--- src/design/bus_pkg.sv ---
// Package with the register indexes, operation codes, channel width and pixel type of the upscaler.
package bus_pkg;

  typedef enum logic [0:0] {
    OP_WRITE = 1'b0,
    OP_READ  = 1'b1
  } op_e;

  typedef enum logic [7:0] {
    REG_WIDTH  = 8'd0,
    REG_HEIGHT = 8'd1
  } reg_idx_e;

  localparam int unsigned ChanBits = 8;

  typedef logic [ChanBits-1:0] chan_t;

  typedef struct packed {
    chan_t red;
    chan_t green;
    chan_t blue;
  } pixel_t;

endpackage

--- src/design/bus_lerp.sv ---
// Registered two-point interpolation of three colour channels with truncation toward zero.
module bus_lerp
  import bus_pkg::*;
#(
  parameter int unsigned SCALE = 8
) (
  input  logic                     clk_i,
  input  logic                     en_i,
  input  pixel_t                   a_i,
  input  pixel_t                   b_i,
  input  logic [$clog2(SCALE)-1:0] f_i,
  output pixel_t                   y_o
);

  localparam int unsigned FW = $clog2(SCALE);
  localparam int unsigned PW = ChanBits + FW + 2;

  function automatic chan_t lerp_ch(chan_t a, chan_t b, logic [FW-1:0] f);
    logic signed [ChanBits+1:0] d;
    logic signed [PW-1:0]       p;
    logic        [PW-1:0]       m;
    logic        [PW-1:0]       q;
    logic signed [PW-1:0]       s;
    d = $signed({2'b00, b}) - $signed({2'b00, a});
    p = $signed({{(PW-FW){1'b0}}, f}) * PW'(d);
    m = p[PW-1] ? PW'(-p) : PW'(p);
    q = PW'(m / SCALE);
    s = p[PW-1] ? -$signed(q) : $signed(q);
    lerp_ch = chan_t'(PW'($signed({{(PW-ChanBits){1'b0}}, a}) + s));
  endfunction

  pixel_t y_q;

  always_ff @(posedge clk_i) begin
    if (en_i) begin
      y_q.red   <= lerp_ch(a_i.red,   b_i.red,   f_i);
      y_q.green <= lerp_ch(a_i.green, b_i.green, f_i);
      y_q.blue  <= lerp_ch(a_i.blue,  b_i.blue,  f_i);
    end
  end

  assign y_o = y_q;

endmodule

--- config.mk ---
export PLATFORM = sky130hd
export DESIGN_NAME = bus_lerp
export DESIGN_NICKNAME = d
export VERILOG_FILES = /design/src/design/bus_pkg.sv /design/src/design/bus_lerp.sv
export SDC_FILE = /design/constraint.sdc
export NUM_CORES = 1
export LEC_CHECK = 0
export BUFFER_PORTS_ARGS = -buffer_cell sky130_fd_sc_hd__buf_2
export CAP_MARGIN = 10
export CORE_ASPECT_RATIO = 1.1
export CORE_MARGIN = 3
export CORE_UTILIZATION = 45
export CTS_CLUSTER_DIAMETER = 50
export DETAILED_ROUTE_END_ITERATION = 10
export PLACE_DENSITY = 0.75
export SYNTH_ARGS = -nofsm -noshare
export SYNTH_HDL_FRONTEND = slang
export SYNTH_SLANG_ARGS = --single-unit
--- constraint.sdc ---
create_clock -name clk_i -period 9.8 [get_ports clk_i]
set_clock_uncertainty 0.1 [all_clocks]
set_input_delay 1.96 -clock clk_i [delete_from_list [all_inputs] [get_ports clk_i]]
set_output_delay 1.96 -clock clk_i [all_outputs]
set_load 0.02 [all_outputs]
==> flow_summary.ini <==
[synthesis]
ys_ff_latch = 24
yosys.area.top_type = ha_1
synth-async-reset-ratio_pct = 0
synth-compound-area-share_pct = 14.4
synth_top_family_by_area = adder cells
synth.mux.area_fraction_pct = 0.563
yosys.area_share.simple_pct = 18.6
synthTopCellsByCount = 117 x ha_1, 91 x inv_1, 54 x and2_1
synthXorXnorAreaFrac_pct = 12.7
avgSynthCellArea_um2 = 8.51
synth_cells = 705
yosys.cell_count.top_type = ha_1
synth_top_area_share_pct = 24.4
syn-num-nets = 908
synthAdderAreaFrac_pct = 35.4
synth_edf_count = 24
syn_area_mm2 = 0.00600
synth_flop_cell = edfxtp_1
synth_area_leaders = ha_1 24%, edfxtp_1 12%, fa_1 11%, xnor2_1 6.7%, inv_1 5.7%
yosys_warnings = 0
synth.distinct_cells = 50
ys_seq_area_share_pct = 12.0

[timing]
final_max_slew_viol_count = 0
fin_hold_ws_ps = 1910
rsz0062_at_grt = no
tightest_slew_ps = 668
setup_violations = 0
max_clock_freq_mhz = 111
slew_headroom_pct = 55.5
hold_viol = 0
period_needed_ps = 8970
setup_tns_ps = 0
finalCritPeriodShare_pct = 91.5

[drt]
vias_per_cell = 5.15
wl_per_cell_um = 12.7
drc_errors = 0
drt-initial-drc-count = 108
totalWireLength_mm = 11.9
ant_nets = 0
drtPass1Iterations = 4
num_vias = 4818

[layout]
stdcell_count = 935
drive_gt1_share_pct = 13.1
synthToLayoutAreaGrowth_pct = 11.1
utilization_pct = 52.0
fill_cells = 1193
ff_latch_area_um2 = 721
largest_register_ffs = 24
antenna_cells = 0
multi_input_area_mm2 = 0.00490
nets = 982

[clock_tree]
clockBufferDepth = 2
tritoncts = built
clkTransAtPathRegs_ps = 80
htree_levels = 1
cts_setup_buffers = 0
ctsResizeCount = 0
cts_made_buffers = 3
hold_buffers = 0
clock-root-buffer = clkbuf_16
cts_sinks = 24

[place]
dpl.hpwl_mm = 9.95
gp_congestion = 0.795
port_buffers = 76
dp.cells = 931

[setup_path]
critPathKind = input port to flop
critPathMaxStageDelay_ps = 530
required_ps = 9720
crit_path_start_kind = input port
crit_path_frequent_cell = ha_1
slowest_stage = or4_1
path_max_fanout = 9
endpoint_kind = flop
cp.arrival_ps = 8890

[floorplanning]
die_y_um = 127
dieArea_mm2 = 0.0148
initial_core_util_pct = 46.8
core-area_mm2 = 0.0128
ios = 77
rows = 43
die_width_um = 116

[power]
p_per_area_mw_per_mm2 = 284
p_leak_nw = 3.41
ir_drop_uv = 180

[global_routing]
grt_pass1_vias = 4801
grt_antenna_before_repair = 0
grt_pass1_wl_mm = 20.6
track_usage_pct = 16.7
grt_max_degree = 31
grt_overflow = 0

[min_path]
hold_class = input port to flop

[run_status]
status = completed

[run]
cap_violations = 0
final cells by class:
cell class	count	area share [%]
Multi-Input combinational cell	580	73.5
Clock inverter	1	0.451
Tap cell	157	2.95
Timing Repair Buffer	78	5.94
Sequential cell	24	10.8
Inverter	92	5.20
Clock buffer	3	1.13
where the power goes:
| part | switching (mW) | internal [mW] |
|---|---|---|
| clock network | 0.0457 | 0.0816 |
| registers | 0.0115 | 0.238 |
| logic | 0.834 | 0.680 |
| total | 0.891 | 1.00 |
layer usage:
layer  GRT usage [%]  routed length (µm)  part of all wire [%]  vias up
li1                -                   -                     -     2540
met1            22.1                5710                    48     2198
met2            29.3                5540                    47       76
met3            2.70                 517                   4.4        4
met4            2.39                  87                  0.73        0
met5               0                   0                     0        -
critical path: cells and delay by family:
family,cells,cell delay [ps]
adder cells (fa/ha/maj),7,2120
AO/OA/AOI/OAI,9,1810
AND/OR/NAND/NOR,8,1760
XOR/XNOR,6,1100
buffers and inverters,1,110
cells by family after synthesis:
group,after synthesis
and+or+nand+nor,212
adders and majority gates,150
AOI/OAI and AO/OA,131
buffers and inverters,101
xor gates and xnor gates,84
DFF,24
muxes,3
cells in the final DEF, fill, tap and decap left out, drive strengths merged, types with 4 or more instances in the layout:
cell,count
a211oi,6
a21boi,5
a21o,14
a21oi,40
and2,54
and3,4
buf,78
edfxtp,24
fa,33
ha,117
inv,91
nand2,34
nand3,6
nor2,50
nor2b,23
nor3,15
o21a,8
o21ai,30
o21bai,11
o31ai,4
or3,5
xnor2,48
xor2,35
through the flow:
| step | instance area (µm²) | total power, mW | setup slack, ps |
|---|---|---|---|
| final | 6660 | 1.89 | 828 |
| after global routing | 6660 | 2.12 | 45.3 |
| after CTS | 6660 | 1.91 | 861 |
| after detailed placement | 6560 | 1.77 | 585 |
| after global placement | 6560 | 1.74 | 622 |
| after floorplan | 6000 | 1.48 | 1240 |
worst paths after layout:
kind | to | cells past startpoint | slack, ps | from
setup / recovery | y_o[7]$_DFFE_PP_ | 31 | 830 | a_i[0]
hold / removal | y_o[8]$_DFFE_PP_ | 2 | 1910 | a_i[8]
No activity file was read; power rests on OpenSTA's default activity.
